==> src/rtl/core/assert_macros.svh <==
// Assertion helpers shared by the RTL.
`ifndef ASSERT_MACROS_SVH
`define ASSERT_MACROS_SVH

// Expression must hold at every clock edge outside reset.
`define ASSERT_ALWAYS(lbl, clk, rst_n, expr) \
    lbl: assert property (@(posedge clk) disable iff (!rst_n) (expr)) \
        else $error("assertion failed");

// Antecedent at one edge implies the consequent at the next edge.
`define ASSERT_NEXT(lbl, clk, rst_n, ante, cons) \
    lbl: assert property (@(posedge clk) disable iff (!rst_n) (ante) |=> (cons)) \
        else $error("assertion failed");

`endif

==> src/rtl/core/mts_pkg.sv <==
`default_nettype none

package mts_pkg;

    localparam int unsigned STACK_DEPTH_DEF = 64;

    localparam logic [1:0] CMD_PUSH = 2'd0;
    localparam logic [1:0] CMD_POP  = 2'd1;
    localparam logic [1:0] CMD_PEEK = 2'd2;

    localparam logic [1:0] ST_OK         = 2'd0;
    localparam logic [1:0] ST_PUSH_FULL  = 2'd1;
    localparam logic [1:0] ST_POP_EMPTY  = 2'd2;

    typedef struct packed {
        logic exec;
        logic fetch_load;
        logic out_load;
    } mts_cmd_t;

    typedef struct packed {
        logic need_fetch;
    } mts_stat_t;

endpackage

`default_nettype wire

==> src/rtl/core/min_tracking_stack_top.sv <==
// Min-tracking stack: signed 32-bit entries with the current minimum kept
// in one register (entries below the minimum are stored as 2*value-min).
// Input channel: in_valid/in_ready with command (push/pop/peek) and value.
// Output channel: out_valid/out_ready with top_value, min_value, is_empty
// and status; exactly one result per accepted command, in order.
// Timing: push, peek and pop down to empty load the result register at
// the accept edge if the output register is free; a pop that leaves entries
// goes through S_FETCH for the registered read of the new top from the stack
// memory. Throughput: one command per cycle for push and peek while the
// output register is free; such pops hold in_ready low in S_FETCH.
// Stall: a waiting result is held in the output register; the next command
// is still accepted and executes, then the controller holds in_ready low
// until that result can move into the output register.
// Reset (rst_n, async low): stack empty, minimum zero, no result pending.
// No clearing pass; memory contents are undefined until pushed.
`default_nettype none

module min_tracking_stack_top #(
    parameter int unsigned STACK_DEPTH = mts_pkg::STACK_DEPTH_DEF
) (
    input  wire logic               clk,
    input  wire logic               rst_n,
    input  wire logic               in_valid,
    output logic                    in_ready,
    input  wire logic [1:0]         command,
    input  wire logic signed [31:0] value,
    output logic                    out_valid,
    input  wire logic               out_ready,
    output logic signed [31:0]      top_value,
    output logic signed [31:0]      min_value,
    output logic                    is_empty,
    output logic [1:0]              status
);

    mts_pkg::mts_cmd_t  ctl;
    mts_pkg::mts_stat_t stat;

    mts_ctrl u_ctrl (
        .clk       (clk),
        .rst_n     (rst_n),
        .in_valid  (in_valid),
        .in_ready  (in_ready),
        .out_valid (out_valid),
        .out_ready (out_ready),
        .stat      (stat),
        .ctl       (ctl)
    );

    mts_datapath #(
        .STACK_DEPTH (STACK_DEPTH)
    ) u_datapath (
        .clk       (clk),
        .rst_n     (rst_n),
        .ctl       (ctl),
        .stat      (stat),
        .command   (command),
        .value     (value),
        .top_value (top_value),
        .min_value (min_value),
        .is_empty  (is_empty),
        .status    (status)
    );

endmodule

`default_nettype wire

==> src/rtl/core/mts_datapath.sv <==
`default_nettype none

`include "assert_macros.svh"

module mts_datapath #(
    parameter int unsigned STACK_DEPTH = mts_pkg::STACK_DEPTH_DEF
) (
    input  wire logic              clk,
    input  wire logic              rst_n,
    input  wire mts_pkg::mts_cmd_t ctl,
    output mts_pkg::mts_stat_t     stat,
    input  wire logic [1:0]        command,
    input  wire logic signed [31:0] value,
    output logic signed [31:0]     top_value,
    output logic signed [31:0]     min_value,
    output logic                   is_empty,
    output logic [1:0]             status
);

    localparam int unsigned AW = (STACK_DEPTH > 1) ? $clog2(STACK_DEPTH) : 1;
    localparam int unsigned CW = $clog2(STACK_DEPTH + 1);

    logic signed [33:0] mem [STACK_DEPTH];
    logic signed [33:0] rd_data_reg;

    logic [CW-1:0]      count_reg, count_next;
    logic signed [31:0] min_reg, min_next;
    logic signed [33:0] top_reg, top_next;
    logic [1:0]         status_reg, status_next, status_calc;

    logic signed [31:0] top_value_reg;
    logic signed [31:0] min_value_reg;
    logic               is_empty_reg;
    logic [1:0]         status_out_reg;

    logic               wr_en, rd_en;
    logic               full, empty;
    logic signed [33:0] min_ext, push_entry, restore;
    logic signed [31:0] result_top;
    logic               push_below;

    assign full    = (count_reg == CW'(STACK_DEPTH));
    assign empty   = (count_reg == '0);
    assign min_ext = {{2{min_reg[31]}}, min_reg};

    assign push_below = !empty && (value < min_reg);
    assign push_entry = push_below
        ? ($signed({value[31], value, 1'b0}) - min_ext)
        : $signed({{2{value[31]}}, value});
    assign restore = $signed({min_reg[31], min_reg, 1'b0}) - top_reg;

    assign stat.need_fetch = (command == mts_pkg::CMD_POP) && (count_reg > CW'(1));

    always_comb
    begin
        count_next  = count_reg;
        min_next    = min_reg;
        top_next    = top_reg;
        status_calc = mts_pkg::ST_OK;
        wr_en       = 1'b0;
        rd_en       = 1'b0;
        if (ctl.exec)
        begin
            case (command)
                mts_pkg::CMD_PUSH:
                begin
                    if (full)
                    begin
                        status_calc = mts_pkg::ST_PUSH_FULL;
                    end
                    else
                    begin
                        wr_en      = 1'b1;
                        top_next   = push_entry;
                        count_next = count_reg + CW'(1);
                        if (empty || push_below)
                        begin
                            min_next = value;
                        end
                    end
                end
                mts_pkg::CMD_POP:
                begin
                    if (empty)
                    begin
                        status_calc = mts_pkg::ST_POP_EMPTY;
                    end
                    else
                    begin
                        if (top_reg < min_ext)
                        begin
                            min_next = restore[31:0];
                        end
                        count_next = count_reg - CW'(1);
                        rd_en      = stat.need_fetch;
                    end
                end
                default:
                begin
                end
            endcase
        end
        if (ctl.fetch_load)
        begin
            top_next = rd_data_reg;
        end
    end

    assign status_next = ctl.exec ? status_calc : status_reg;

    always_comb
    begin
        if (count_next == '0)
        begin
            result_top = '1;
        end
        else if (top_next >= $signed({{2{min_next[31]}}, min_next}))
        begin
            result_top = top_next[31:0];
        end
        else
        begin
            result_top = min_next;
        end
    end

    // stack memory: push writes at count, pop reads the new top at count-2
    always_ff @(posedge clk)
    begin
        if (wr_en)
        begin
            mem[count_reg[AW-1:0]] <= push_entry;
        end
        if (rd_en)
        begin
            rd_data_reg <= mem[AW'(count_reg - CW'(2))];
        end
    end

    always_ff @(posedge clk or negedge rst_n)
    begin
        if (!rst_n)
        begin
            count_reg  <= '0;
            min_reg    <= '0;
            status_reg <= mts_pkg::ST_OK;
        end
        else
        begin
            count_reg  <= count_next;
            min_reg    <= min_next;
            status_reg <= status_next;
        end
    end

    always_ff @(posedge clk)
    begin
        top_reg <= top_next;
        if (ctl.out_load)
        begin
            top_value_reg  <= result_top;
            min_value_reg  <= min_next;
            is_empty_reg   <= (count_next == '0);
            status_out_reg <= status_next;
        end
    end

    assign top_value = top_value_reg;
    assign min_value = min_value_reg;
    assign is_empty  = is_empty_reg;
    assign status    = status_out_reg;

    `ASSERT_ALWAYS(a_count_range, clk, rst_n, count_reg <= CW'(STACK_DEPTH))
    `ASSERT_NEXT(a_full_push_holds, clk, rst_n,
        ctl.exec && (command == mts_pkg::CMD_PUSH) && full,
        (count_reg == $past(count_reg)) && (min_reg == $past(min_reg)))
    `ASSERT_ALWAYS(a_fetch_after_read, clk, rst_n, !ctl.fetch_load || $past(rd_en))

endmodule

`default_nettype wire

==> src/rtl/core/mts_ctrl.sv <==
`default_nettype none

`include "assert_macros.svh"

module mts_ctrl (
    input  wire logic               clk,
    input  wire logic               rst_n,
    input  wire logic               in_valid,
    output logic                    in_ready,
    output logic                    out_valid,
    input  wire logic               out_ready,
    input  wire mts_pkg::mts_stat_t stat,
    output mts_pkg::mts_cmd_t       ctl
);

    typedef enum logic [2:0] {
        S_IDLE  = 3'b001,
        S_FETCH = 3'b010,
        S_EMIT  = 3'b100
    } state_t;

    state_t state_reg, state_next;
    logic   out_valid_reg, out_valid_next;
    logic   out_free;

    assign out_free = !out_valid_reg || out_ready;
    assign in_ready = (state_reg == S_IDLE);

    always_comb
    begin
        state_next     = state_reg;
        ctl.exec       = 1'b0;
        ctl.fetch_load = 1'b0;
        ctl.out_load   = 1'b0;
        case (state_reg)
            S_IDLE:
            begin
                if (in_valid)
                begin
                    ctl.exec = 1'b1;
                    if (stat.need_fetch)
                    begin
                        state_next = S_FETCH;
                    end
                    else if (out_free)
                    begin
                        ctl.out_load = 1'b1;
                    end
                    else
                    begin
                        state_next = S_EMIT;
                    end
                end
            end
            S_FETCH:
            begin
                ctl.fetch_load = 1'b1;
                if (out_free)
                begin
                    ctl.out_load = 1'b1;
                    state_next   = S_IDLE;
                end
                else
                begin
                    state_next = S_EMIT;
                end
            end
            S_EMIT:
            begin
                if (out_free)
                begin
                    ctl.out_load = 1'b1;
                    state_next   = S_IDLE;
                end
            end
            default:
            begin
                state_next = S_IDLE;
            end
        endcase
    end

    assign out_valid_next = ctl.out_load ? 1'b1 : (out_ready ? 1'b0 : out_valid_reg);

    always_ff @(posedge clk or negedge rst_n)
    begin
        if (!rst_n)
        begin
            state_reg     <= S_IDLE;
            out_valid_reg <= 1'b0;
        end
        else
        begin
            state_reg     <= state_next;
            out_valid_reg <= out_valid_next;
        end
    end

    assign out_valid = out_valid_reg;

    `ASSERT_NEXT(a_fetch_from_idle, clk, rst_n, state_reg == S_FETCH,
        $past(state_reg) == S_IDLE ? 1'b0 : 1'b0 || state_reg != S_FETCH)
    `ASSERT_ALWAYS(a_fetch_entry, clk, rst_n,
        state_reg != S_FETCH || $past(state_reg) == S_IDLE)
    `ASSERT_NEXT(a_emit_means_busy, clk, rst_n, state_reg == S_EMIT && !out_free,
        state_reg == S_EMIT && out_valid_reg)

endmodule

`default_nettype wire

==> config.mk <==
export PLATFORM = sky130hd
export DESIGN_NAME = min_tracking_stack_top
export DESIGN_NICKNAME = d
export VERILOG_FILES = /design/src/rtl/core/mts_pkg.sv /design/src/rtl/core/min_tracking_stack_top.sv /design/src/rtl/core/mts_datapath.sv /design/src/rtl/core/mts_ctrl.sv
export VERILOG_INCLUDE_DIRS = /design/src /design/src/rtl/core
export SDC_FILE = /design/constraint.sdc
export NUM_CORES = 2
export LEC_CHECK = 0
export ABC_AREA = 1
export BUFFER_PORTS_ARGS = -buffer_cell sky130_fd_sc_hd__buf_4
export CAP_MARGIN = 5
export CORE_MARGIN = 2
export CORE_UTILIZATION = 55
export CTS_CLUSTER_DIAMETER = 30
export CTS_CLUSTER_SIZE = 10
export DETAILED_ROUTE_END_ITERATION = 7
export PLACE_DENSITY = 0.74
export SETUP_SLACK_MARGIN = 0.15
export SLEW_MARGIN = 20
export SYNTH_ARGS = -nofsm -noshare
export SYNTH_HDL_FRONTEND = slang
export SYNTH_SLANG_ARGS = --single-unit
==> constraint.sdc <==
create_clock -name clk -period 5.8 [get_ports clk]
set_input_delay 1.16 -clock clk [delete_from_list [all_inputs] [get_ports clk]]
set_output_delay 1.16 -clock clk [all_outputs]
set_load 0.01 [all_outputs]
==> run_results.csv <==
group,metric,value,unit
detailed_routing,remaining_drc_errors,0,
sta,worst_hold_slack,0.336,ns
sta,totalNegativeSetupSlack,0,ns
cts,cts_tree,"done",
logic_synthesis,most_used_standard_cell_by_instance_count_after_synthesis,"edfxtp_1",
final_layout,n_fill_cell,12300,
sta,layout_worst_path_cycle_share,92.1,%
sta,layout_min_cycle_time,5.34,ns
detailed_routing,drt_first_iter_violations,11500,
final_layout,largest_register_ff_count,2176,
final_layout,multiInputGateArea,27600,sq um
global_routing,grt_use_met1,46.6,%
placement,number_of_buffers_inserted_by_port_buffering,106,
final_layout,final_layout_size_suffix_gt1_share,16.6,%
logic_synthesis,post_synth_num_cell_types,55,
logic_synthesis,cell_area_after_technology_mapping,101000,sq um
cts,clock_tree_root_buffer_cell,"clkbuf_16",
logic_synthesis,synth_seq_cells,2356,
setup_path,critPathMaxFanout,32,
setup_path,cp-start-kind,"register",
setup_path,path_delay_family,"simple AND/OR/NAND/NOR gates",
global_routing,grt_start_max_net_pins,221,
global_routing,grtUsageMet3,8.63,%
min_path,hold_path.class,"in2async",
detailed_routing,totalWireLength,344000,um
setup_path,crit_top_cell,"nand3_1",
logic_synthesis,asyncSetResetFlopFracSynth,1.91,%
detailed_routing,drt_pass1_iterations,6,
setup_path,worst_path_largest_cell_delay,0.47,ns
cts,cts_max_level,5,
sta,timing.final.max_slew_violations,0,
floorplan,die_y,431,um
logic_synthesis,yosysSeqAreaShare,69.8,%
global_routing,global_route.usage.met2,57.1,%
cts,number_of_sinks_handled_by_clock_tree_synthesis,2356,
setup_path,crit_type,"reg2reg",
final_layout,syn2layout_area_growth,21.9,%
sta,setup_viol_count_final,0,
global_routing,gr-total-overflow,0,
logic_synthesis,synth_edf_count,2277,
detailed_routing,postRouteAntennaNets,0,
detailed_routing,viasPerCell,6.40,
final_layout,stdcell_area,123000,sq um
final_layout,final-instance-count-excl-fill,11900,
floorplan,boundaryPins,107,
setup_path,critical_path_sink_type,"register",
cts,cts.path.max_buffers,4,
final_layout,num-nets-final,9414,
floorplan,die_area,186000,sq um
detailed_routing,vias,76300,
global_routing,grt_antenna_before_repair,11,
sta,max_slew.worst_pin.slew,1.17,ns
logic_synthesis,yosysTopAreaCell,"edfxtp_1",
placement,placed_cell_area,108000,sq um
sta,clock_skew,0.118,ns
logic_synthesis,syn-instance-count,8590,
logic_synthesis,syn_area_per_cell,11.7,sq um
cts,total_cts_buffers,429,
global_routing,grt_pass1_vias,73700,
sta,hold_viol_final,0,
placement,hpwlAfterDp,203000,um
setup_path,cp.arrival,5.95,ns
setup_path,crit_slowest_cell,"a21oi_1",
global_routing,grt.busiest_layer,"met2",
detailed_routing,routedWlPerCell,28.9,um
floorplan,die_width,431,um
cts,latest_clock_arrival_within_the_worst_skew_pair,1.00,ns
global_routing,grt_util_all_layers,36.4,%
setup_path,critical_path.n_buffers_inverters,8,
logic_synthesis,netlist_top_cells_count,"edfxtp_1, nor2_1, o21ai_0",
setup_path,critPathRequiredTime,6.41,ns
logic_synthesis,yosys_warnings,0,
placement,placed_cells,11100,
logic_synthesis,post_synth_main_area_contributors,"edfxtp_1, o21ai_0, nor2_1, o22ai_1, nand2_1",
final_layout,final-seq-area,70200,sq um
cts,clock_pin_slew_of_the_registers_on_the_worst_case_setup_and_hold_paths,0.05,ns
global_routing,grt_pass1_wl,494000,um
floorplan,core_area,181000,sq um
logic_synthesis,yosys_most_used_dff,"edfxtp_1",
logic_synthesis,syn_nets,8797,
outcome,run_status,"finished, final reports clean",
sta,grt_setup_unrepaired,"no",
logic_synthesis,synth.top_cell.area_share,68.0,%
sta,slew_headroom,21.2,%
flow_run,cap_violations,0,
floorplan,num_rows,156,
floorplan,initial_core_util,55.5,%
placement,gpl.final_weighted_congestion,1.06,
sta,fmax,187,MHz
-- layer usage --
layer / share of wire (%) / wire [um]
met4: 6.5 / 22300
met5: 0.030 / 103
met3: 11 / 39100
met1: 36 / 123000
met2: 46 / 160000
-- placed cells by master (no fill, tap or decap), drive strengths merged, types with 3 or more instances in the layout --
| cell | netlist | layout |
|---|---|---|
| nor4 | 4 | 4 |
| ha | 167 | 167 |
| o22ai | 618 | 618 |
| xor2 | 30 | 30 |
| o21ai | 1418 | 1418 |
| nor3 | 24 | 24 |
| o32ai | 92 | 92 |
| o21bai | 10 | 10 |
| nand4 | 36 | 36 |
| o21a | 4 | 4 |
| o211ai | 12 | 12 |
| a21oi | 186 | 186 |
| clkinv | 1 | 172 |
| a21o | 7 | 7 |
| inv | 291 | 310 |
| bufinv | 0 | 69 |
| buf | 158 | 724 |
| nand3 | 214 | 214 |
| or2 | 5 | 5 |
| a31oi | 3 | 3 |
| clkinvlp | 0 | 36 |
| nand2 | 782 | 782 |
| diode | 0 | 3 |
| dfrtp | 44 | 44 |
| dfxtp | 34 | 34 |
| nand3b | 22 | 22 |
| xnor2 | 12 | 12 |
| edfxtp | 2277 | 2277 |
| o221ai | 4 | 4 |
| clkbuf | 380 | 482 |
| nor2 | 1742 | 1742 |
-- final timing paths --
check,start,end,slack (ns),depth (start not counted)
min,rst_n,u_datapath.min_reg[26]$_DFF_PN0_,0.34,1
min reg2reg,u_datapath.status_reg[1]$_DFF_PN0_,u_datapath.status_reg[1]$_DFF_PN0_,0.49,2
min in group clk,u_datapath.status_reg[1]$_DFF_PN0_,u_datapath.status_reg[1]$_DFF_PN0_,0.49,2
max,u_datapath.min_reg[5]$_DFF_PN0_,u_datapath.top_value[0]$_SDFFCE_PP1P_,0.46,29
max reg2reg,u_datapath.min_reg[5]$_DFF_PN0_,u_datapath.top_value[0]$_SDFFCE_PP1P_,0.46,29
max in group asynchronous,rst_n,u_datapath.count_reg[0]$_DFF_PN0_,4.81,1
-- metrics by stage --
| stage | setup slack, ns | util (%) |
|---|---|---|
| 6_report | 0.456 | 67.6 |
| 5_1_grt | 0.154 | 67.6 |
| 4_1_cts | 0.500 | 67.6 |
| 3_5_place_dp | 0.0869 | 59.6 |
| 3_3_place_gp | 0.0560 | 59.6 |
| 2_1_floorplan | 0.199 | - |
-- area by class of cell --
| class | count | area share [%] |
|---|---|---|
| clock inverters | 295 | 2.81 |
| well taps | 2370 | 2.42 |
| inverters | 292 | 0.922 |
| flip-flops and latches | 2356 | 57.3 |
| repair buffers | 724 | 4.97 |
| multi-input cells | 5404 | 22.5 |
| diodes | 3 | 0.00613 |
| clock buffers | 482 | 9.06 |
-- cells by family after synthesis --
family / synth area share, %
compound gates: 13.0
simple gates: 11.3
xor+xnor: 0.373
flops: 69.8
buf+inv: 3.36
fa+ha+maj: 2.12
-- timing repair --
item,4_1_cts,5_1_grt
resized for setup,0,4
endpoints found under the hold margin,0,0
setup buffers,0,2
endpoints found under the setup margin,0,32
hold buffers,0,0
Power is not shown: default switching activity piles up to over one toggle a cycle in this logic, so the estimate is an artifact.
